**src/hdl/whb_pkg.sv**
```systemverilog
package whb_pkg;

    localparam int SAMPLE_W  = 24;
    localparam int WEIGHT_W  = 16;
    localparam int RIDX_W    = 8;
    localparam int TOTAL_W   = 32;
    localparam int COUNT_W   = 32;
    localparam int BINS_W    = 9;
    localparam int CFG_IDX_W = 2;
    localparam int CFG_DAT_W = 24;

    // widest bin index over the supported depths
    localparam int MAX_IDX_W = 12;

    localparam int QDEPTH = 2;
    localparam int QPTR_W = 1;

    localparam logic OP_FILL = 1'b0;
    localparam logic OP_READ = 1'b1;

    localparam logic [1:0] OC_BINNED = 2'd0;
    localparam logic [1:0] OC_UNDER  = 2'd1;
    localparam logic [1:0] OC_OVER   = 2'd2;
    localparam logic [1:0] OC_READ   = 2'd3;

    localparam logic [CFG_IDX_W-1:0] REG_RANGE_MIN   = 2'd0;
    localparam logic [CFG_IDX_W-1:0] REG_RANGE_MAX   = 2'd1;
    localparam logic [CFG_IDX_W-1:0] REG_BIN_WIDTH   = 2'd2;
    localparam logic [CFG_IDX_W-1:0] REG_BINS_IN_USE = 2'd3;

    typedef struct packed {
        logic                       opcode;
        logic signed [SAMPLE_W-1:0] sample;
        logic signed [WEIGHT_W-1:0] weight;
        logic [RIDX_W-1:0]          read_index;
    } t_in_item;

    typedef struct packed {
        logic [1:0]                outcome;
        logic [RIDX_W-1:0]         bin_index;
        logic signed [TOTAL_W-1:0] bin_total;
        logic [COUNT_W-1:0]        under_count;
        logic [COUNT_W-1:0]        over_count;
    } t_out_item;

    typedef struct packed {
        logic signed [SAMPLE_W-1:0] range_min;
        logic signed [SAMPLE_W-1:0] range_max;
        logic [SAMPLE_W-1:0]        bin_width;
        logic [BINS_W-1:0]          bins_in_use;
    } t_cfg;

    typedef struct packed {
        logic [1:0]                 kind;
        logic [MAX_IDX_W-1:0]       idx;
        logic signed [WEIGHT_W-1:0] weight;
        logic                       nul;
    } t_task;

endpackage

```
**src/hdl/whb_front.sv**
```systemverilog
module whb_front #(
    parameter int BIN_DEPTH = 256
) (
    input  logic                 i_clk,
    input  logic                 i_rst_n,
    input  whb_pkg::t_cfg        i_cfg,
    input  logic                 i_in_valid,
    output logic                 o_in_ready,
    input  whb_pkg::t_in_item    i_in_item,
    input  logic                 i_hold,
    output logic                 o_task_valid,
    input  logic                 i_task_ready,
    output whb_pkg::t_task       o_task
);

    localparam int IW = (BIN_DEPTH > 1) ? $clog2(BIN_DEPTH) : 1;
    localparam int DW = whb_pkg::SAMPLE_W + IW;
    localparam int CW = $clog2(IW + 1);

    localparam logic [1:0] F_IDLE  = 2'd0;
    localparam logic [1:0] F_CLASS = 2'd1;
    localparam logic [1:0] F_DIV   = 2'd2;
    localparam logic [1:0] F_PUSH  = 2'd3;

    logic [1:0]                   r_state, n_state;
    whb_pkg::t_in_item            r_in;
    logic [1:0]                   r_kind, n_kind;
    logic [whb_pkg::SAMPLE_W-1:0] r_rem, n_rem;
    logic [DW-1:0]                r_dsr, n_dsr;
    logic [IW-1:0]                r_q, n_q;
    logic [CW-1:0]                r_cnt, n_cnt;
    logic                         r_big, n_big;

    logic                         accept;
    logic                         is_under, is_over;
    logic [whb_pkg::SAMPLE_W:0]   diff_ext;
    logic [whb_pkg::SAMPLE_W-1:0] diff;
    logic [whb_pkg::SAMPLE_W-1:0] wd;
    logic [31:0]                  bins32;
    logic [IW-1:0]                nm1;
    logic [IW-1:0]                q_final;
    logic                         ge;
    logic                         rd_oob;

    assign accept     = i_in_valid && o_in_ready;
    assign o_in_ready = (r_state == F_IDLE) && !i_hold;

    assign is_under = r_in.sample < i_cfg.range_min;
    assign is_over  = r_in.sample > i_cfg.range_max;
    assign diff_ext = {r_in.sample[whb_pkg::SAMPLE_W-1], r_in.sample}
                    - {i_cfg.range_min[whb_pkg::SAMPLE_W-1], i_cfg.range_min};
    assign diff     = diff_ext[whb_pkg::SAMPLE_W-1:0];
    assign wd       = (i_cfg.bin_width == '0) ? whb_pkg::SAMPLE_W'(1) : i_cfg.bin_width;

    assign bins32 = 32'(i_cfg.bins_in_use);
    always_comb begin
        if (bins32 == 32'd0) begin
            nm1 = '0;
        end else if (bins32 > 32'(BIN_DEPTH)) begin
            nm1 = IW'(BIN_DEPTH - 1);
        end else begin
            nm1 = IW'(bins32 - 32'd1);
        end
    end

    assign ge      = {{IW{1'b0}}, r_rem} >= r_dsr;
    assign q_final = (r_big || (r_q > nm1)) ? nm1 : r_q;
    assign rd_oob  = 32'(r_in.read_index) >= 32'(BIN_DEPTH);

    always_comb begin
        n_state = r_state;
        n_kind  = r_kind;
        n_rem   = r_rem;
        n_dsr   = r_dsr;
        n_q     = r_q;
        n_cnt   = r_cnt;
        n_big   = r_big;
        case (r_state)
            F_IDLE: begin
                if (accept) begin
                    n_state = F_CLASS;
                end
            end
            F_CLASS: begin
                if (r_in.opcode == whb_pkg::OP_READ) begin
                    n_kind  = whb_pkg::OC_READ;
                    n_state = F_PUSH;
                end else if (is_under) begin
                    n_kind  = whb_pkg::OC_UNDER;
                    n_state = F_PUSH;
                end else if (is_over) begin
                    n_kind  = whb_pkg::OC_OVER;
                    n_state = F_PUSH;
                end else begin
                    n_kind  = whb_pkg::OC_BINNED;
                    n_rem   = diff;
                    n_dsr   = DW'(wd) << (IW - 1);
                    n_q     = '0;
                    n_cnt   = CW'(IW);
                    n_big   = {{IW{1'b0}}, diff} >= (DW'(wd) << IW);
                    n_state = F_DIV;
                end
            end
            F_DIV: begin
                if (ge) begin
                    n_rem = r_rem - r_dsr[whb_pkg::SAMPLE_W-1:0];
                end
                n_q   = (r_q << 1) | IW'(ge);
                n_dsr = r_dsr >> 1;
                n_cnt = r_cnt - CW'(1);
                if (r_cnt == CW'(1)) begin
                    n_state = F_PUSH;
                end
            end
            F_PUSH: begin
                if (i_task_ready) begin
                    n_state = F_IDLE;
                end
            end
            default: begin
                n_state = F_IDLE;
            end
        endcase
    end

    always_ff @(posedge i_clk) begin
        if (!i_rst_n) begin
            r_state <= F_IDLE;
        end else begin
            r_state <= n_state;
        end
    end

    always_ff @(posedge i_clk) begin
        if (accept) begin
            r_in <= i_in_item;
        end
        r_kind <= n_kind;
        r_rem  <= n_rem;
        r_dsr  <= n_dsr;
        r_q    <= n_q;
        r_cnt  <= n_cnt;
        r_big  <= n_big;
    end

    always_comb begin
        o_task_valid = (r_state == F_PUSH);
        o_task.kind   = r_kind;
        o_task.weight = r_in.weight;
        o_task.nul    = 1'b0;
        if (r_kind == whb_pkg::OC_READ) begin
            o_task.idx = whb_pkg::MAX_IDX_W'(r_in.read_index);
            o_task.nul = rd_oob;
        end else if (r_kind == whb_pkg::OC_BINNED) begin
            o_task.idx = whb_pkg::MAX_IDX_W'(q_final);
        end else begin
            o_task.idx = '0;
        end
    end

endmodule

```
**config.mk**
```make
export PLATFORM = sky130hd
export DESIGN_NAME = whb_front
export DESIGN_NICKNAME = d
export VERILOG_FILES = /design/src/hdl/whb_pkg.sv /design/src/hdl/whb_front.sv
export SDC_FILE = /design/constraint.sdc
export NUM_CORES = 1
export LEC_CHECK = 0
export BUFFER_PORTS_ARGS = -buffer_cell sky130_fd_sc_hd__buf_2
export CORE_ASPECT_RATIO = 1.5
export CORE_UTILIZATION = 40
export DETAILED_ROUTE_END_ITERATION = 10
export PLACE_DENSITY = 0.72
export SYNTH_ARGS = -nofsm -noshare
export SYNTH_HDL_FRONTEND = slang
export SYNTH_SLANG_ARGS = --single-unit
```
**constraint.sdc**
```tcl
create_clock -name i_clk -period 6.8 [get_ports i_clk]
set_input_delay 0.68 -clock i_clk [delete_from_list [all_inputs] [get_ports i_clk]]
set_output_delay 0.68 -clock i_clk [all_outputs]
set_load 0.01 [all_outputs]
```
# [Word level (Yosys, flattened, before mapping)]
# Index checks and enable logic that the tools add are counted.
[word_totals] out_inout_bits=33 word_cells=84 input_bits=135 ff_bits=122
[op_classes] reduce_logical=14 magnitude_cmp=6 n_addsub=4 n_eq_ne=12 bitwise_logic=4 mux=32
[ops] op="2-to-1 mux 24 bit" n=5
[ops] op="2-to-1 mux 32 bit" n=3
[ops] op=">= comparator 24 x 32 -> 1 bit" n=2
[ops] op="2-to-1 mux 8 bit" n=8
[ops] op="one-hot mux 32 bit (2 select lines)" n=1
[ops] op="one-hot mux 24 bit (2 select lines)" n=1
[ops] op="subtractor 24 bit" n=2
[ops] op="zero test 32 bit" n=1
[ops] op="> comparator 24 bit" n=1
[ops] op="zero test 24 bit" n=1
[ops] op="< comparator 24 bit" n=1
[ops] op="one-hot mux 8 bit (2 select lines)" n=1
[ops] op="2-to-1 mux 4 bit" n=3
[ops] op="inequality test 2 bit, second input constant" n=6
[ops] op="2-to-1 mux 2 bit" n=5
[ops] op="> comparator 9 bit, second input constant" n=1
[ops] op="> comparator 8 bit" n=1
[ops] op="bitwise OR 8 x 1 -> 8 bit" n=1
[ops] op="one-hot mux 2 bit (4 select lines)" n=1
[ops] op="one-hot mux 4 bit (2 select lines)" n=1
[ops] op="AND reduction 4 bit" n=2
[ops] op="subtractor 8 x 1 -> 8 bit, second input constant" n=1
[ops] op="== test 2 bit, second input constant" n=3
[ops] op="AND reduction 5 bit" n=1
[ops] op="other kinds (13)" n=19

# [Depth between registers and ports, before layout]
# Gate-level depths: netlist of run 1.
[logic_depth] depth_word=8 ltp_mapped=18 depth_no_buf=18

# [Least setup slack after synthesis of run 1]
# OpenSTA, ideal clock, no wires.
[synth_path] kind="input port to output port" from="in i_cfg[2] in the netlist's numbering" to="out o_task[17] in the netlist's numbering" required_ns=6.120 setup_slack_ns=2.138 arrival_ns=3.982 cell_stages=13 n_path_buf=0 cell_sequence="or3_1 > or3_1 > nor3b_2 > nand2_1 > a21oi_1 > ha_1 > a21oi_1 > o22ai_1 > o21ai_0 > nand3b_1 > a21oi_1 > mux2_2 > a22o_1"
[synth_rtl] item="start: declaration" line="whb_front.sv:6" rtl="input whb_pkg::t_cfg i_cfg,"
[synth_rtl] item="end: declaration" line="whb_front.sv:13" rtl="output whb_pkg::t_task o_task"

==> results.cfg, run 1 <==
[timing]
tightestPinTransition_ps = 1220
final_max_slew_viol_count = 0
max_freq_mhz = 206.5
fin_crit_sh = 0.7121
fin_crit_ps = 4842
setup_viol = 0
relSlewSlack = 0.1868
finalSetupTns_ps = 0
hold_violations = 0
rsz0062_at_grt = false
fin_skew_ps = 12.25

[cts]
cts_made_buffers = 17
cts.sinks = 121
worstSkewPairLatency_ps = 420
cts.clk_slew.worst_paths_ps = 60
ctsResizeCount = 0
cts_tree = yes
clockRootBuffer = clkbuf_16
post_cts_buffers = 0
cts_max_path_buffers = 2
htreeDepth = 4
hold_buffers = 0

[power]
swShare = 0.3756
ir_worst_vdd_uv = 253.9
leakagePower_uw = 0.004684
seqPwrFrac = 0.312
power.internal_uw = 2363
comb_power_share = 0.443
p_per_area_nw_per_um2 = 360.9
p_sw_uw = 1421
p_clk_frac = 0.245
p_total_uw = 3784

[setup_path]
cp.arrival_ps = 4160
cp-end-kind = output pin
worstPathRequired_ps = 6120
crit_slowest_cell = nor3b_2
cp-start-kind = input pin
criticalPathCategory = in -> out
crit_family = simple AND/OR/NAND/NOR gates
worstPathCellList = buf_2, or3_1, or3_1, nor3b_2, nand2_1, a21oi_1, ha_1, a21oi_1, o22ai_1, o21ai_0, nand3b_1, a21oi_1, buf_4, mux2_2, a22o_1, buf_2
path_buf_inv = 3
cp_max_fo = 9
cp_common_cell = a21oi_1
max_stage_delay_ps = 430

[global_routing]
grt_max_degree = 76
grt-ovfl-total = 0
grt_pass1_wl_mm = 33.64
grt_use_total = 0.1901
grt_pass1_vias = 7279
antenna_found_initial = 3

[routing]
num_vias = 7093
ant_nets = 0
first_pass_iters = 5
routedLengthMet1_mm = 8.239
routed-wl-met3_mm = 1.065
routedWlPerCell_um = 15.44
wl_mm = 20.71
drt_iter0_drc = 334
remaining_drc_errors = 0
route.met2.wl_mm = 10.95
maxUsedRoutingLayer = met5
viasPerCell = 5.289

[floorplanning]
rows = 66
core_area_um2 = 21800
start_util = 0.4094
dieArea_um2 = 22930
ios = 168
dieWidth_um = 124.0
fp.dieH_um = 184.9

[yosys]
synthArstFlopShare = 0
ys_types = 70
ys.flop_type = edfxtp_1
synth_edf_count = 119
synth-seq-area-share = 0.4049
ys_warn_count = 0
syn_inst = 906
ys_seq_elements = 121
avgSynthCellArea_um2 = 9.851
synth_area_um2 = 8925

[hold_path]
hold_class = in -> reg

[place]
placed_area_um2 = 9886
gp_congestion = 0.8447
numPortBuffers = 162
hpwlAfterDp_mm = 16.26
placedCellCount = 1309

[layout]
fin_nets = 1298
multi_input_area_um2 = 4656
n_fill_cell = 2057
final_cell_area_um2 = 10490
utilization = 0.4809
syn2layout_area_growth_pct = 17.48
antenna_cells = 0
layout.cells.non_filler = 1341
drive_gt1_frac = 0.2114
register_area_um2 = 3613

[outcome]
status = finished, final reports clean

[job]
drv_cap = 0
-- per-layer routing --
metal / vias to the layer above / GRT usage
li1: 3568 / -
met1: 3307 / 0.2013
met2: 190 / 0.3533
met3: 26 / 0.04711
met4: 2 / 0.07333
met5: - / 0
-- cell usage after synthesis, types with 3 or more instances --
master / number / area, um^2
a2111o_1: 3 / 33.78
a211o_1: 3 / 26.28
a211oi_1: 4 / 30.03
a21boi_0: 3 / 22.52
a21o_1: 26 / 195.2
a21oi_1: 58 / 290.3
a22o_1: 9 / 78.83
a31oi_1: 10 / 62.56
and2_1: 4 / 25.02
and3_1: 3 / 18.77
buf_1: 3 / 11.26
buf_4: 21 / 157.7
clkbuf_1: 12 / 45.04
edfxtp_1: 119 / 3573
ha_1: 105 / 1314
inv_1: 118 / 442.9
mux2_2: 15 / 168.9
mux2i_1: 11 / 110.1
nand2_1: 65 / 244.0
nand2b_1: 17 / 106.4
nand3_1: 14 / 70.07
nand4_1: 16 / 100.1
nor2_1: 60 / 225.2
nor2b_1: 12 / 75.07
nor3_1: 10 / 50.05
nor4_1: 11 / 68.82
o211ai_1: 9 / 67.56
o21a_1: 13 / 97.59
o21ai_0: 48 / 240.2
o21bai_1: 6 / 45.04
o22ai_1: 4 / 25.02
o31ai_1: 4 / 30.03
or3_1: 4 / 25.02
xnor2_1: 30 / 262.8
xor2_1: 11 / 96.34
-- logic make-up (layout without fill, tap and decap cells) --
logic type | after synthesis | after routing | synth area share
AOI/OAI and AO/OA | 228 | 228 | 0.1731
and+or+nand+nor | 225 | 225 | 0.1213
buffers and inverters | 156 | 315 | 0.07542
DFF | 121 | 121 | 0.4049
adders and majority gates | 107 | 107 | 0.1517
xor gates and xnor gates | 41 | 41 | 0.04024
muxes | 27 | 27 | 0.03295
other | 1 | 5 | 0.0004202
-- state kept, by name, summed over array words and instances, names as in the netlist --
register  cells
o_task       16
r_big         1
r_cnt         4
r_dsr        31
r_in         33
r_kind        2
r_q           8
r_rem        24
r_state       2
-- metrics by stage --
| stage | hold WS [ps] | worst slack (ps) |
|---|---|---|
| 3_5_place_dp | 548.8 | 1821 |
| 6_report | 429.1 | 1958 |
| 3_3_place_gp | 538.6 | 1928 |
| 2_1_floorplan | 515.2 | 2138 |
| 5_1_grt | 410.5 | 1631 |
| 4_1_cts | 412.9 | 1972 |
-- layout by cell type, fill, tap and decap left out, types with 26 or more instances in the layout --
master,Yosys,routed
edfxtp_1,119,119
a21o_1,26,26
nor2_1,60,60
inv_1,118,117
nand2_1,65,65
ha_1,105,104
o21ai_0,48,48
a21oi_1,58,58
xnor2_1,30,30
buf_2,1,162
-- power by group through the flow --
stage          Clock [uW]  Combinational [uW]  Sequential [uW]
6_report              927                1680             1180
2_1_floorplan           0                1280             1170
4_1_cts               943                1680             1180
5_1_grt               971                1890             1200
3_3_place_gp            0                1630             1190
3_5_place_dp            0                1660             1190
-- area by class of cell --
| cell class | count | area share |
|---|---|---|
| clock inverters | 14 | 0.01623 |
| flip-flops and latches | 121 | 0.3446 |
| clock buffers | 18 | 0.04093 |
| inverters | 118 | 0.04224 |
| repair buffers | 165 | 0.07947 |
| well taps | 272 | 0.03246 |
| multi-input cells | 633 | 0.4440 |
-- path summary, 6_finish.rpt --
path,start,endpoint,slack (ps),cells past startpoint
max,i_cfg[2],o_task[17],1960,16
min,i_in_item[17],o_task[10]$_DFFE_PP_,430,1
max reg2reg,r_in[24]$_DFFE_PP_,r_rem[3]$_DFFE_PP_,2190,11
min reg2reg,r_dsr[5]$_SDFFCE_PN0P_,r_dsr[4]$_SDFFCE_PN0P_,560,2
Power figures use the tool's default switching activity.
==> inputs of run 2 (changes only) <==
PLACE_DENSITY = 0.74   (was 0.72)
clock period = 4.15 ns   (was 6.8 ns; I/O delays follow)
==> run 2 against run 1 <==
Total power grew 66%. Highest routed layer is now met4. Clock skew shrank 2.5 ps. Largest cell class unchanged. Critical endpoint unchanged. Sequential share of layout area shrank 0.57 points. Combinational power grew 68%.
==> results.cfg, run 2 (same netlist as run 1, synthesis figures left out) <==
[cts]
htreeDepth = 4
cts_tree = yes
cts.sinks = 121
cts.clk_slew.worst_paths_ps = 60
hold_buffers = 0
clockRootBuffer = clkbuf_16
cts_max_path_buffers = 2
worstSkewPairLatency_ps = 430
cts_made_buffers = 17

[routing]
drt_iter0_drc = 289
viasPerCell = 5.318
remaining_drc_errors = 0
wl_mm = 21.15
routedWlPerCell_um = 15.67
ant_nets = 0
num_vias = 7174
first_pass_iters = 5

[layout]
antenna_cells = 0
fin_nets = 1306
regMostFlops = r_in
final_common_cell = buf_2
syn2layout_area_growth_pct = 19.47
reg_top3 = r_in (33), r_dsr (31), r_rem (24)
final_cell_mix = buf_2, edfxtp_1, inv_1
utilization = 0.4891
drive_gt1_frac = 0.2284
n_fill_cell = 2046
layout.cells.non_filler = 1349
largest_reg_flops = 33

[timing]
final_max_slew_viol_count = 0
fin_skew_ps = 9.748
setup_viol = 0
holdWs_ps = 158.4
relSlewSlack = 0.2970
tightestPinTransition_ps = 1055
setup_slack_ps = 187.0
max_freq_mhz = 252.3
fin_crit_ps = 3963
hold_violations = 0
fin_crit_sh = 0.9549
finalSetupTns_ps = 0

[floorplanning]
core_area_um2 = 21800
dieArea_um2 = 22930
ios = 168
rows = 66
fp.dieH_um = 184.9
start_util = 0.4094
dieWidth_um = 124.0

[hold_path]
hold_class = in -> reg
hold_depth = 1

[global_routing]
top_usage_layer = met2
grt_max_degree = 57
grt_pass1_vias = 7374
grt_pass1_wl_mm = 33.85
met1_usage = 0.1980
grt-ovfl-total = 0
grt_use_total = 0.1930
met3_usage = 0.04526
met2_usage = 0.3558
antenna_found_initial = 0

[power]
p_sw_uw = 2355
seqPwrFrac = 0.307
power.internal_uw = 3925
p_clk_frac = 0.243
ir_worst_vdd_uv = 291.2
p_per_area_nw_per_um2 = 589.0
swShare = 0.3750
comb_power_share = 0.449
leakagePower_uw = 0.004752

[setup_path]
cp_max_fo = 5
cp-end-kind = output pin
r2r_cells = 13
cp-start-kind = input pin
cp.arrival_ps = 3550
worstPathRequired_ps = 3730
criticalPathCategory = in -> out

[place]
hpwlAfterDp_mm = 16.61
placedCellCount = 1316
numPortBuffers = 162
place_ws_ps = -38.57
gp_congestion = 0.8557

[job]
drv_cap = 0

[outcome]
status = finished, final reports clean
run 2: changes by cell type in the layout (fill, tap and decap cells not counted), sizes merged:
cell,change
buf,+8
clkinvlp,+1
inv,-1
run 2: what timing repair did:
item                       4_1_cts  5_1_grt
hold endpoints to repair         0        0
setup buffers                    0        1
gates resized for setup          1       17
setup endpoints to repair        8        9
pin swaps                        0        2
run 2: power by group through the flow:
stage / clock network (uW) / logic [uW] / registers [uW]
after floorplan: 0 / 2110 / 1910
after global placement: 0 / 2730 / 1940
after detailed placement: 0 / 2780 / 1950
after CTS: 1560 / 2800 / 1930
after global routing: 1600 / 3170 / 1960
final: 1530 / 2820 / 1930
run 2: worst max-delay path, cell delays in order:
cell and delay (ps):
buf_2 130, or3_4 400, or3_4 370, nor3b_4 270, buf_6 150, nand2_2 80, o21ai_1 140, ha_1 270
a21o_1 190, a21oi_2 150, nand3b_1 110, a21oi_2 190, mux2_2 350, a22o_1 200, buf_2 140
run 2: routing by layer:
| metal | up-vias | part of all wire | routed length, um |
|---|---|---|---|
| li1 | 3576 | - | - |
| met1 | 3335 | 0.40 | 8447 |
| met2 | 206 | 0.51 | 10830 |
| met3 | 57 | 0.049 | 1028 |
| met4 | 0 | 0.039 | 835 |
| met5 | - | 0 | 0 |
run 2: per-stage QoR:
step | power, uW | instance area [um^2]
finish | 6280 | 10660
global route | 6737 | 10660
CTS | 6298 | 10590
detailed placement | 4734 | 9976
global placement | 4666 | 9976
floorplan | 4015 | 8940
run 2: area by class of cell:
cell class	count	area [um^2]	share of cell area
multi-input cells	633	4721	0.4427
repair buffers	173	942.2	0.08836
flip-flops and latches	121	3613	0.3389
clock buffers	18	429.2	0.04025
well taps	272	340.3	0.03192
clock inverters	14	173.9	0.01631
inverters	118	442.9	0.04154
run 2: path summary, 6_finish.rpt:
| check | startpoint | endpoint | slack [ps] |
|---|---|---|---|
| worst max-delay path | i_cfg[2] | o_task[17] | 190 |
| worst min-delay path | i_in_item[36] | r_in[36]$_DFFE_PP_ | 160 |
| worst max register to register | r_in[31]$_DFFE_PP_ | r_big$_DFFE_PP_ | 190 |
| worst min register to register | r_dsr[4]$_SDFFCE_PN0P_ | r_dsr[3]$_SDFFCE_PN0P_ | 560 |
