--- config.mk ---
export PLATFORM = sky130hd
export DESIGN_NAME = whb_queue
export DESIGN_NICKNAME = d
export VERILOG_FILES = /design/src/hdl/whb_pkg.sv /design/src/hdl/whb_queue.sv
export SDC_FILE = /design/constraint.sdc
export NUM_CORES = 1
export LEC_CHECK = 0
export ABC_CLOCK_PERIOD_IN_PS = 1800
export BUFFER_PORTS_ARGS = -buffer_cell sky130_fd_sc_hd__buf_2
export CAP_MARGIN = 20
export CORE_ASPECT_RATIO = 0.5
export CORE_MARGIN = 5
export CORE_UTILIZATION = 45
export DETAILED_ROUTE_END_ITERATION = 10
export GPL_TIMING_DRIVEN = 1
export PLACE_DENSITY = 0.73
export SYNTH_ARGS = -nofsm -noshare
export SYNTH_HDL_FRONTEND = slang
export SYNTH_SLANG_ARGS = --single-unit
--- constraint.sdc ---
create_clock -name i_clk -period 1.8 [get_ports i_clk]
set_input_delay 0.18 -clock i_clk [delete_from_list [all_inputs] [get_ports i_clk]]
set_output_delay 0.18 -clock i_clk [all_outputs]
set_load 0.01 [all_outputs]
--- src/hdl/whb_pkg.sv ---
package whb_pkg;

    localparam int SAMPLE_W  = 24;
    localparam int WEIGHT_W  = 16;
    localparam int RIDX_W    = 8;
    localparam int TOTAL_W   = 32;
    localparam int COUNT_W   = 32;
    localparam int BINS_W    = 9;
    localparam int CFG_IDX_W = 2;
    localparam int CFG_DAT_W = 24;

    // widest bin index over the supported depths
    localparam int MAX_IDX_W = 12;

    localparam int QDEPTH = 2;
    localparam int QPTR_W = 1;

    localparam logic OP_FILL = 1'b0;
    localparam logic OP_READ = 1'b1;

    localparam logic [1:0] OC_BINNED = 2'd0;
    localparam logic [1:0] OC_UNDER  = 2'd1;
    localparam logic [1:0] OC_OVER   = 2'd2;
    localparam logic [1:0] OC_READ   = 2'd3;

    localparam logic [CFG_IDX_W-1:0] REG_RANGE_MIN   = 2'd0;
    localparam logic [CFG_IDX_W-1:0] REG_RANGE_MAX   = 2'd1;
    localparam logic [CFG_IDX_W-1:0] REG_BIN_WIDTH   = 2'd2;
    localparam logic [CFG_IDX_W-1:0] REG_BINS_IN_USE = 2'd3;

    typedef struct packed {
        logic                       opcode;
        logic signed [SAMPLE_W-1:0] sample;
        logic signed [WEIGHT_W-1:0] weight;
        logic [RIDX_W-1:0]          read_index;
    } t_in_item;

    typedef struct packed {
        logic [1:0]                outcome;
        logic [RIDX_W-1:0]         bin_index;
        logic signed [TOTAL_W-1:0] bin_total;
        logic [COUNT_W-1:0]        under_count;
        logic [COUNT_W-1:0]        over_count;
    } t_out_item;

    typedef struct packed {
        logic signed [SAMPLE_W-1:0] range_min;
        logic signed [SAMPLE_W-1:0] range_max;
        logic [SAMPLE_W-1:0]        bin_width;
        logic [BINS_W-1:0]          bins_in_use;
    } t_cfg;

    typedef struct packed {
        logic [1:0]                 kind;
        logic [MAX_IDX_W-1:0]       idx;
        logic signed [WEIGHT_W-1:0] weight;
        logic                       nul;
    } t_task;

endpackage

--- src/hdl/whb_queue.sv ---
module whb_queue (
    input  logic           i_clk,
    input  logic           i_rst_n,
    input  logic           i_push_valid,
    output logic           o_push_ready,
    input  whb_pkg::t_task i_push_task,
    output logic           o_pop_valid,
    input  logic           i_pop_ready,
    output whb_pkg::t_task o_pop_task
);

    whb_pkg::t_task                r_slot [whb_pkg::QDEPTH];
    logic [whb_pkg::QPTR_W-1:0]    r_wp;
    logic [whb_pkg::QPTR_W-1:0]    r_rp;
    logic [whb_pkg::QPTR_W:0]      r_cnt;
    logic                          push, pop;

    assign o_push_ready = r_cnt != (whb_pkg::QPTR_W + 1)'(whb_pkg::QDEPTH);
    assign o_pop_valid  = r_cnt != '0;
    assign o_pop_task   = r_slot[r_rp];
    assign push         = i_push_valid && o_push_ready;
    assign pop          = o_pop_valid && i_pop_ready;

    always_ff @(posedge i_clk) begin
        if (!i_rst_n) begin
            r_wp  <= '0;
            r_rp  <= '0;
            r_cnt <= '0;
        end else begin
            if (push) begin
                r_wp <= r_wp + 1'b1;
            end
            if (pop) begin
                r_rp <= r_rp + 1'b1;
            end
            if (push && !pop) begin
                r_cnt <= r_cnt + 1'b1;
            end else if (pop && !push) begin
                r_cnt <= r_cnt - 1'b1;
            end
        end
    end

    always_ff @(posedge i_clk) begin
        if (push) begin
            r_slot[r_wp] <= i_push_task;
        end
    end

endmodule

; ---- Word level (Yosys, flattened, before mapping)
; Memory sizes are Yosys's and may differ from the RTL's. A register that Yosys moved wholly into a read port is not among the register bits.
; Cells that the tools add are included.
[classes]
addsub = 4
eq_ne = 1
muxes = 6
n_reduce_logical = 8
[ops]
columns = cell, n
row1 = $logic_and A1 B1 Y1, 4
row2 = $mux W1, 4
row3 = $mux W2, 2
row4 = $reduce_bool A2 Y1, 2
row5 = $add A1 B1 Y1 const B, 2
row6 = $add A2 B1 Y2 const B, 1
row7 = $logic_not A1 Y1, 2
row8 = $ne A2 B2 Y1 const B, 1
row9 = $sub A2 B1 Y2 const B, 1
[totals]
register_bits = 4
ram_bits = 62
input_bits = 35
output_inout_bits = 33
elab_cells = 23
n_memories = 1
[memory_table]
columns = memory, depth, width, read_ports, rd_clocked_by_memory_dff, write_ports, line
row1 = r_slot, 2, 31, 1, 1, 1, whb_queue.sv:12  ; whb_pkg::t_task r_slot [whb_pkg::QDEPTH];

; ---- Depth between registers and ports, before layout
; Gate-level depths: netlist of the first run.
[logic_depth]
ltp_word = 6
depth_mapped = 6
mapped_depth_nobuf = 6

; ---- Worst setup path after synthesis of the first run
; No wires, ideal clock.
[synth_timing]
kind = register to register
from = register r_cnt[0] (netlist bit)
to = memory r_slot[1][0] (netlist bit), enable pin
setup_ps = 391
arrival_time_ps = 1386
required_time_ps = 1409
setup_slack_ps = 23
path_stages_with_launch = 3
path_buffers = 0
synth_period_minus_slack_ps = 1777
path_cell_list = dfxtp_1 > nand2b_4 > and3_1
[synth_between]
elab_chain_len = 4
[synth_rtl]
columns = element, line
row1 = from (decl), whb_queue.sv:15  ; logic [whb_pkg::QPTR_W:0] r_cnt;
row2 = from (signal assigned), whb_queue.sv:37  ; r_cnt <= r_cnt + 1'b1;
row3 = from (signal assigned), whb_queue.sv:39  ; r_cnt <= r_cnt - 1'b1;
row4 = $ne A2 B2 Y1, whb_queue.sv:18  ; assign o_push_ready = r_cnt != (whb_pkg::QPTR_W + 1)'(whb_pkg::QDEPTH);
row5 = named net o_push_ready, whb_queue.sv:5  ; output logic o_push_ready,
row6 = $logic_and A1 B1 Y1, whb_queue.sv:21  ; assign push = i_push_valid && o_push_ready;
row7 = $mux W1, whb_queue.sv:45  ; if (push) begin
row8 = $mux W1 (implied by the code), whb_queue.sv:46  ; r_slot[r_wp] <= i_push_task;
row9 = to (decl), whb_queue.sv:12
; The timed path passes the listed nets, and every way through them passes these cells.

==> flow_metrics.py, run 1 <==
metrics = {
    "die": {
        "ioPinCount": 68,
        "die_w_um": 115,
        "row_count": 19,
        "die_h_um": 62.4,
        "initial_core_util": 0.457,
        "die_area_um2": 7160,
        "coreArea_um2": 5400,
    },
    "power": {
        "clock_power_share": 0.237,
        "irDropWorstVdd_mv": 0.652,
        "pwr_density_cell_nw_per_um2": 1330,
        "seq_power_share": 0.498,
        "power.share.combinational": 0.264,
        "p_sw_frac": 0.270,
        "power_switching_w": 0.00111,
        "power.leakage_nw": 1.17,
        "p_int_w": 0.00299,
    },
    "detailed_routing": {
        "drt-initial-drc-count": 46,
        "via_per_inst": 4.70,
        "vias": 1311,
        "post_drt_wl_per_cell_um": 14.7,
        "first_pass_iters": 4,
        "routed_wl_um": 4100,
        "drc": 0,
        "ant_nets": 0,
    },
    "synthesis": {
        "syn_area_um2": 2470,
        "synth-simple-area-share": 0.0264,
        "syn_nets": 156,
        "syn_area_per_cell_um2": 20.6,
        "synth_xor_area_frac": 0.0106,
        "seq_area_frac_synth": 0.795,
        "synth_cell_type_count": 19,
        "synth_top_family_by_area": "multiplexers",
        "synth_fa_ha_area_frac": 0.00507,
        "ys_ff_latch": 67,
        "synth_compound_area_frac": 0.0142,
        "synthCells": 120,
        "synth_mux_area_frac": 0.141,
        "yosys_warnings": 0,
    },
    "grt": {
        "grt_max_degree": 19,
        "antenna_found_initial": 0,
        "grt_pass1_wl_um": 6710,
        "grt_overflow": 0,
        "grt_pass1_vias": 1454,
        "track_usage": 0.126,
    },
    "sta": {
        "skew_ps": 3.67,
        "tightestPinTransition_ps": 248,
        "post-route-period-util": 0.927,
        "rsz0062_at_grt": "no",
        "fmax_mhz": 599,
        "fin_crit_ps": 1670,
        "relSlewSlack": 0.833,
        "setup_ws_ps": 132,
        "final-hold-violation-count": 0,
        "drv_slew": 0,
        "finalSetupViolations": 0,
        "final.setup.tns_ps": 0,
        "hold_slack_ps": 34.0,
    },
    "worst_setup_path": {
        "cpPeakStageDelay_ps": 410,
        "endpoint_kind": "output port",
        "crit_required_ps": 1620,
        "start_kind": "flop",
        "crit_slowest_cell": "dfxtp_2",
        "worstSetupPathType": "flop to output port",
        "crit_path_max_fanout": 13,
        "r2r_start": "r_cnt[0]",
        "crit_chain": "buf_4 -> mux2_2 -> buf_2",
        "worstPathArrival_ps": 1490,
    },
    "cts": {
        "holdBufCountCts": 0,
        "clkSinkCount": 67,
        "clk_path_buf_depth": 2,
        "cts_tree": "yes",
        "clkLatencyLatePin_ps": 330,
        "postCtsSetupBuffers": 0,
        "cts-root-buf": "clkbuf_8",
        "clkTransAtPathRegs_ps": 70,
        "h-tree-depth": 3,
        "numCtsBuffers": 9,
    },
    "outcome": {
        "status": "completed",
    },
    "placement": {
        "place.gp.congestion": 0.661,
        "post-place-ws_ps": 224,
        "hpwl_um": 2970,
        "portBuffers": 67,
    },
    "final_layout": {
        "syn_to_final_growth_pct": 24.7,
        "diodes": 0,
        "multi_input_area_um2": 488,
        "nFillCells": 432,
        "final_common_cell": "buf_2",
        "nets": 237,
        "final_cell_mix": "67 x buf_2, 62 x edfxtp_1, 31 x mux2_2, 9 x clkbuf_8, 6 x buf_4",
        "seq_area_um2": 1960,
        "drive_above_1_share": 0.578,
    },
    "worst_hold_path": {
        "min_from": "i_push_task[21]",
        "min_path_type": "input pin to flop",
    },
    "job": {
        "max_cap_viol_count": 0,
    },
}
==> state kept, by name (all words and copies together) (netlist names), named ones only <==
| signal | cells |
|---|---|
| r_cnt | 2 |
| r_slot | 62 |
| r_wp | 1 |
| r_rp | 1 |
==> cells by family after synthesis <==
group / Yosys count
flip-flops: 67
XOR/XNOR: 3
buffers and inverters: 4
adder cells (fa/ha/maj): 1
multiplexers: 31
AND/OR/NAND/NOR: 9
AO/OA/AOI/OAI: 5
==> cells in the mapped netlist <==
cell type  instances  area [um2]
buf_2              3        15.0
a21boi_0           1        7.51
o21ai_1            1        5.00
a21boi_1           1        7.51
o21ai_0            1        5.00
a21bo_2            1        10.0
nand3b_1           1        7.51
and2_1             4        25.0
edfxtp_1          62        1860
inv_1              1        3.75
mux2_2            31         349
dfxtp_1            5         100
and3_1             1        6.26
ha_1               1        12.5
xnor2_1            2        17.5
xor2_1             1        8.76
nand2b_4           1        13.8
or2_2              1        6.26
or3_1              1        6.26
==> critical path, delay by kind of cell, from the launching register on <==
family                 cells  cell delay (ps)
multiplexers               1              360
flip-flops                 1              410
buffers and inverters      2              380
==> power by group through the flow <==
stage / clock, W / combinational, W / sequential, W
floorplan: 0 / 0.000712 / 0.00204
global placement: 0 / 0.00108 / 0.00206
detailed placement: 0 / 0.00110 / 0.00207
CTS: 0.00101 / 0.00111 / 0.00204
global route: 0.00110 / 0.00118 / 0.00206
finish: 0.000972 / 0.00108 / 0.00204
==> timing repair <==
action	CTS	global route
endpoints found under the setup margin	24	0
resized for setup	1	0
hold endpoints to repair	0	0
==> path summary, 6_finish.rpt <==
check	slack [ps]	depth (start not counted)	to
min reg2reg	560	2	r_cnt[1]
max reg2reg	200	6	r_cnt[1]
max	130	3	o_pop_task[25]
min	30	1	r_slot[1][21]
==> per-stage QoR <==
step / utilization / instances / instance area (um2) / total power [W]
6_report: 0.571 / 279 / 3080 / 0.00410
5_1_grt: 0.571 / 279 / 3080 / 0.00435
4_1_cts: 0.571 / 279 / 3080 / 0.00416
2_1_floorplan: - / 120 / 2470 / 0.00275
3_3_place_gp: 0.542 / 263 / 2930 / 0.00314
3_5_place_dp: 0.542 / 263 / 2930 / 0.00318
==> cell type report <==
type | instances | share of cell area
Sequential cell | 67 | 0.638
Clock buffer | 12 | 0.0439
Tap cell | 73 | 0.0297
Clock inverter | 4 | 0.00569
Timing Repair Buffer | 73 | 0.124
Inverter | 1 | 0.00122
Multi-Input combinational cell | 49 | 0.158
==> routing by layer <==
layer | up-vias | global-route usage | part of all wire
met1 | 649 | 0.118 | 0.34
met5 | - | 0 | 0
met2 | 32 | 0.239 | 0.59
li1 | 628 | - | -
met4 | 0 | 0.0483 | 0.0066
met3 | 2 | 0.0542 | 0.066
(Power assumes the default switching activity.)
==> inputs of run 2 (changes only) <==
- ABC_AREA: default -> 1
- CORE_UTILIZATION: 45 -> 43
- PLACE_DENSITY: 0.73 -> 0.7
==> run 2 against run 1 <==
Flip-flop and latch count unchanged. Sequential power about the same. Non-clock buffer count down 2. Total power rose by 24%. Cell area is 6.6% higher. Combinational power hardly changed. Wire length up 6.4%. Critical path depth stayed put. Largest cell class unchanged. Count of clock-buffer cells in the layout down 1. Highest routed layer unchanged. Clock skew up 0.54 ps. Sequential share of layout area is 4.0 points lower.
==> flow_metrics.py, run 2 <==
metrics = {
    "cts": {
        "cts_resized": 0,
        "h-tree-depth": 3,
        "cts_tree": "yes",
        "clkTransAtPathRegs_ps": 50,
        "clkLatencyLatePin_ps": 320,
        "holdBufCountCts": 0,
        "clk_path_buf_depth": 2,
        "numCtsBuffers": 9,
        "cts-root-buf": "clkbuf_16",
        "clkSinkCount": 67,
        "postCtsSetupBuffers": 0,
    },
    "synthesis": {
        "synthCells": 133,
        "seq_area_frac_synth": 0.789,
        "synth_area_leaders": "edfxtp_1 75%, mux2_2 14%, dfxtp_1 4.0%",
        "synth.top_cells.by_count": "62 x edfxtp_1, 31 x mux2_2, 8 x nand2_1, 8 x nor2_1, 7 x inv_1",
        "synth_edf_count": 62,
        "ys.flop_type": "edfxtp_1",
        "syn_nets": 169,
        "synth.top_cell.area_share": 0.748,
        "syn_area_per_cell_um2": 18.7,
        "yosys_warnings": 0,
        "syn_area_um2": 2490,
        "synth-async-reset-ratio": 0,
        "ys_ff_latch": 67,
        "synth_top_area_cell": "edfxtp_1",
        "yosysMostFrequentCell": "edfxtp_1",
        "synth_cell_type_count": 15,
    },
    "sta": {
        "tightestPinTransition_ps": 227,
        "fmax_mhz": 637,
        "final.setup.tns_ps": 0,
        "post-route-period-util": 0.873,
        "relSlewSlack": 0.847,
        "finalSetupViolations": 0,
        "rsz0062_at_grt": "no",
        "drv_slew": 0,
        "final-hold-violation-count": 0,
        "hold_slack_ps": 48.9,
        "skew_ps": 4.21,
        "fin_crit_ps": 1570,
    },
    "placement": {
        "placed_area_um2": 2940,
        "portBuffers": 67,
        "place.gp.congestion": 0.732,
        "hpwl_um": 3020,
    },
    "worst_setup_path": {
        "start_kind": "flop",
        "endpoint_kind": "output port",
        "crit_path_max_fanout": 17,
        "crit_required_ps": 1620,
        "worstSetupPathType": "flop to output port",
        "worstPathArrival_ps": 1390,
    },
    "grt": {
        "grt_overflow": 0,
        "grt_pass1_wl_um": 7210,
        "track_usage": 0.124,
        "grt_max_degree": 32,
        "antenna_found_initial": 0,
        "grt_pass1_vias": 1517,
    },
    "detailed_routing": {
        "via_per_inst": 4.69,
        "vias": 1359,
        "post_drt_wl_per_cell_um": 15.1,
        "first_pass_iters": 5,
        "ant_nets": 0,
        "drt-initial-drc-count": 93,
        "drc": 0,
        "routed_wl_um": 4370,
    },
    "final_layout": {
        "fin_area_um2": 3280,
        "reg_top3": "r_slot (62), r_cnt (2)",
        "seq_area_um2": 1960,
        "nFillCells": 443,
        "regMostFlops": "r_slot",
        "drive_above_1_share": 0.558,
        "largest_register_ffs": 62,
        "diodes": 0,
        "multi_input_area_um2": 467,
        "nets": 248,
        "final_common_cell": "buf_2",
        "final_cell_mix": "67 x buf_2, 62 x edfxtp_1, 31 x mux2_2, 9 x clkbuf_16, 8 x nand2_1",
        "final_core_util": 0.593,
        "syn_to_final_growth_pct": 32.0,
    },
    "die": {
        "die_area_um2": 7500,
        "die_h_um": 63.8,
        "row_count": 19,
        "coreArea_um2": 5540,
        "die_w_um": 118,
        "ioPinCount": 68,
        "initial_core_util": 0.449,
    },
    "power": {
        "irDropWorstVdd_mv": 0.820,
        "power.leakage_nw": 1.28,
        "pwr_density_cell_nw_per_um2": 1540,
        "p_total_w": 0.00506,
    },
    "outcome": {
        "status": "completed",
    },
    "worst_hold_path": {
        "min_path_type": "input pin to flop",
    },
    "job": {
        "max_cap_viol_count": 0,
    },
}
==> run 2: changes by cell type after synthesis, sizes merged, moves of 2 or more <==
cell / before / now
a21boi: 2 / 0
nor2: 0 / 8
inv: 1 / 8
and2: 4 / 0
nand2: 0 / 9
xnor2: 2 / 0
==> run 2: per-layer routing <==
layer	global-route usage	wire length [um]	vias to the layer above
met5	0	0	-
met4	0.0458	42	0
met3	0.0590	264	4
met2	0.229	2480	40
met1	0.124	1580	658
li1	-	-	657
==> run 2: power breakdown <==
group          leakage [nW]  total (W)  switching, W  internal (W)
clock                 0.169    0.00196      0.000577       0.00138
sequential            0.620    0.00204     0.0000686       0.00197
combinational         0.492    0.00106      0.000573      0.000488
==> run 2: area by class of cell <==
type                    count  area share
flip-flops and latches     67       0.598
multi-input cells          55       0.142
repair buffers             71       0.119
clock buffers              11      0.0739
clock inverters             5      0.0305
well taps                  73      0.0278
inverters                   8     0.00915
==> run 2: cells by family (layout without fill, tap and decap cells) <==
| family | after synthesis | count (layout) | synth area share |
|---|---|---|---|
| compound gates | 4 | 4 | 0.00905 |
| simple gates | 19 | 19 | 0.0312 |
| flops | 67 | 67 | 0.789 |
| mux | 31 | 31 | 0.140 |
| fa+ha+maj | 1 | 1 | 0.00503 |
| buf+inv | 11 | 95 | 0.0257 |
==> run 2: path summary, 6_finish.rpt <==
| kind | start | to | slack, ps | depth (start not counted) |
|---|---|---|---|---|
| worst max-delay path | flop | o_pop_task[12] | 230 | 3 |
| worst min-delay path | i_push_task[1] | r_slot[0][1] | 50 | 1 |
| worst max register to register | r_cnt[0] | r_cnt[0] | 320 | 7 |
| worst min register to register | r_rp | r_rp | 500 | 2 |
==> run 2: stage by stage <==
step / worst slack [ps] / instances
finish: 229 / 290
CTS: 201 / 290
floorplan: -23.1 / 133
global placement: 483 / 274
global route: 129 / 290
detailed placement: 354 / 274
==> run 2: worst max-delay path, cell delays in order, from the launching register on <==
cell and delay [ps]:
dfxtp_1 320, buf_4 240, mux2_2 360, buf_2 140
==> inputs of run 3 (changes only) <==
- ABC_CLOCK_PERIOD_IN_PS: 1800 -> 1750
- CAP_MARGIN: 20 -> default
- PLACE_DENSITY: 0.7 -> 0.68
- clock period: 1.8 -> 1.75 ns (I/O delays scaled with it)
==> run 3 against run 2 <==
Register-to-register slack worse by 110 ps. Via count unchanged. Clock skew about the same. Clock power down 22%. Final cell count unchanged. Worst setup slack worse by 91 ps. Sequential share of layout area up 1.3 points. Critical path depth unchanged. Largest power group unchanged.
==> flow_metrics.py, run 3 (synthesized netlist as in run 2, its figures left out) <==
metrics = {
    "worst_setup_path": {
        "endpoint_kind": "output port",
        "worstPathArrival_ps": 1440,
        "start_kind": "flop",
        "crit_required_ps": 1570,
        "crit_slowest_cell": "mux2_2",
        "crit_path_max_fanout": 18,
        "crit_chain": "buf_4 -> mux2_2 -> buf_2",
        "cpPeakStageDelay_ps": 370,
        "worstSetupPathType": "flop to output port",
    },
    "grt": {
        "track_usage": 0.122,
        "grt_pass1_vias": 1550,
        "grt_overflow": 0,
        "grt_pass1_wl_um": 6850,
        "grt_max_degree": 32,
        "antenna_found_initial": 0,
    },
    "die": {
        "die_h_um": 63.8,
        "die_area_um2": 7500,
        "row_count": 19,
        "die_w_um": 118,
        "coreArea_um2": 5540,
        "ioPinCount": 68,
        "initial_core_util": 0.449,
    },
    "sta": {
        "post-route-period-util": 0.921,
        "finalSetupViolations": 0,
        "final-hold-violation-count": 0,
        "rsz0062_at_grt": "no",
        "hold_slack_ps": 43.5,
        "setup_ws_ps": 139,
        "tightestPinTransition_ps": 246,
        "fmax_mhz": 621,
        "relSlewSlack": 0.836,
        "drv_slew": 0,
        "skew_ps": 4.68,
        "fin_crit_ps": 1610,
    },
    "cts": {
        "clk_path_buf_depth": 2,
        "h-tree-depth": 3,
        "numCtsBuffers": 9,
        "clkLatencyLatePin_ps": 320,
        "postCtsSetupBuffers": 0,
        "cts_resized": 0,
        "cts_tree": "yes",
        "clkSinkCount": 67,
        "holdBufCountCts": 0,
        "clkTransAtPathRegs_ps": 50,
        "cts-root-buf": "clkbuf_16",
    },
    "power": {
        "p_total_w": 0.00473,
        "p_int_w": 0.00348,
        "power_switching_w": 0.00125,
        "pwr_density_cell_nw_per_um2": 1470,
        "p_sw_frac": 0.264,
        "power.share.combinational": 0.233,
        "seq_power_share": 0.445,
        "power.leakage_nw": 1.24,
        "irDropWorstVdd_mv": 0.663,
        "clock_power_share": 0.323,
    },
    "worst_hold_path": {
        "min_path_type": "input pin to flop",
    },
    "final_layout": {
        "drive_above_1_share": 0.558,
        "multi_input_area_um2": 477,
        "nets": 248,
        "regMostFlops": "r_slot",
        "syn_to_final_growth_pct": 29.1,
        "final_common_cell": "buf_2",
        "seq_area_um2": 1960,
        "final_core_util": 0.580,
        "diodes": 0,
        "final_cell_mix": "67 x buf_2, 62 x edfxtp_1, 31 x mux2_2, 9 x clkbuf_16, 8 x nand2_1",
        "reg_top3": "r_slot (62), r_cnt (2)",
        "nFillCells": 450,
        "largest_register_ffs": 62,
    },
    "detailed_routing": {
        "drt-initial-drc-count": 42,
        "vias": 1359,
        "post_drt_wl_per_cell_um": 14.7,
        "via_per_inst": 4.69,
        "routed_wl_um": 4250,
        "ant_nets": 0,
        "drc": 0,
        "first_pass_iters": 4,
    },
    "placement": {
        "portBuffers": 67,
        "place.gp.congestion": 0.701,
        "hpwl_um": 2920,
        "post-place-ws_ps": 215,
    },
    "outcome": {
        "status": "completed",
    },
    "job": {
        "max_cap_viol_count": 0,
    },
}
[run 3: worst max-delay path: cells and delay by family, from the launching register on]
family   cells  cell delay [ps]
buf+inv      2              410
mux          1              370
flops        1              340
[run 3: metal layers]
metal,part of all wire,track usage
met1,0.34,0.0987
met4,0.010,0.0644
met2,0.59,0.239
met3,0.055,0.0634
met5,0,0
[run 3: power groups by stage]
stage	Clock [W]	Combinational (W)	Sequential [W]
after floorplan	0	0.000705	0.00212
after global placement	0	0.00110	0.00212
after detailed placement	0	0.00113	0.00213
after CTS	0.00158	0.00113	0.00210
after global routing	0.00167	0.00121	0.00212
final	0.00152	0.00110	0.00210
[run 3: path summary, 6_finish.rpt]
kind | start | endpoint | slack [ps] | cells past startpoint
worst max-delay path | flop | o_pop_task[18] | 140 | 3
worst min-delay path | i_push_task[6] | r_slot[0][6] | 40 | 1
worst max register to register | r_cnt[0] | r_cnt[1] | 210 | 10
worst min register to register | r_rp | flop | 530 | 2
[run 3: through the flow]
step,TNS [ps],instance area [um2],cells
after floorplan,-4530,2490,133
after global placement,0,2950,274
after detailed placement,0,2950,274
after CTS,0,3210,290
after global routing,0,3210,290
final,0,3210,290
[run 3: cell type report]
type,count,share of cell area
Inverter,8,0.00935
Tap cell,73,0.0284
Clock buffer,10,0.0713
Clock inverter,6,0.0101
Timing Repair Buffer,71,0.122
Multi-Input combinational cell,55,0.148
Sequential cell,67,0.611
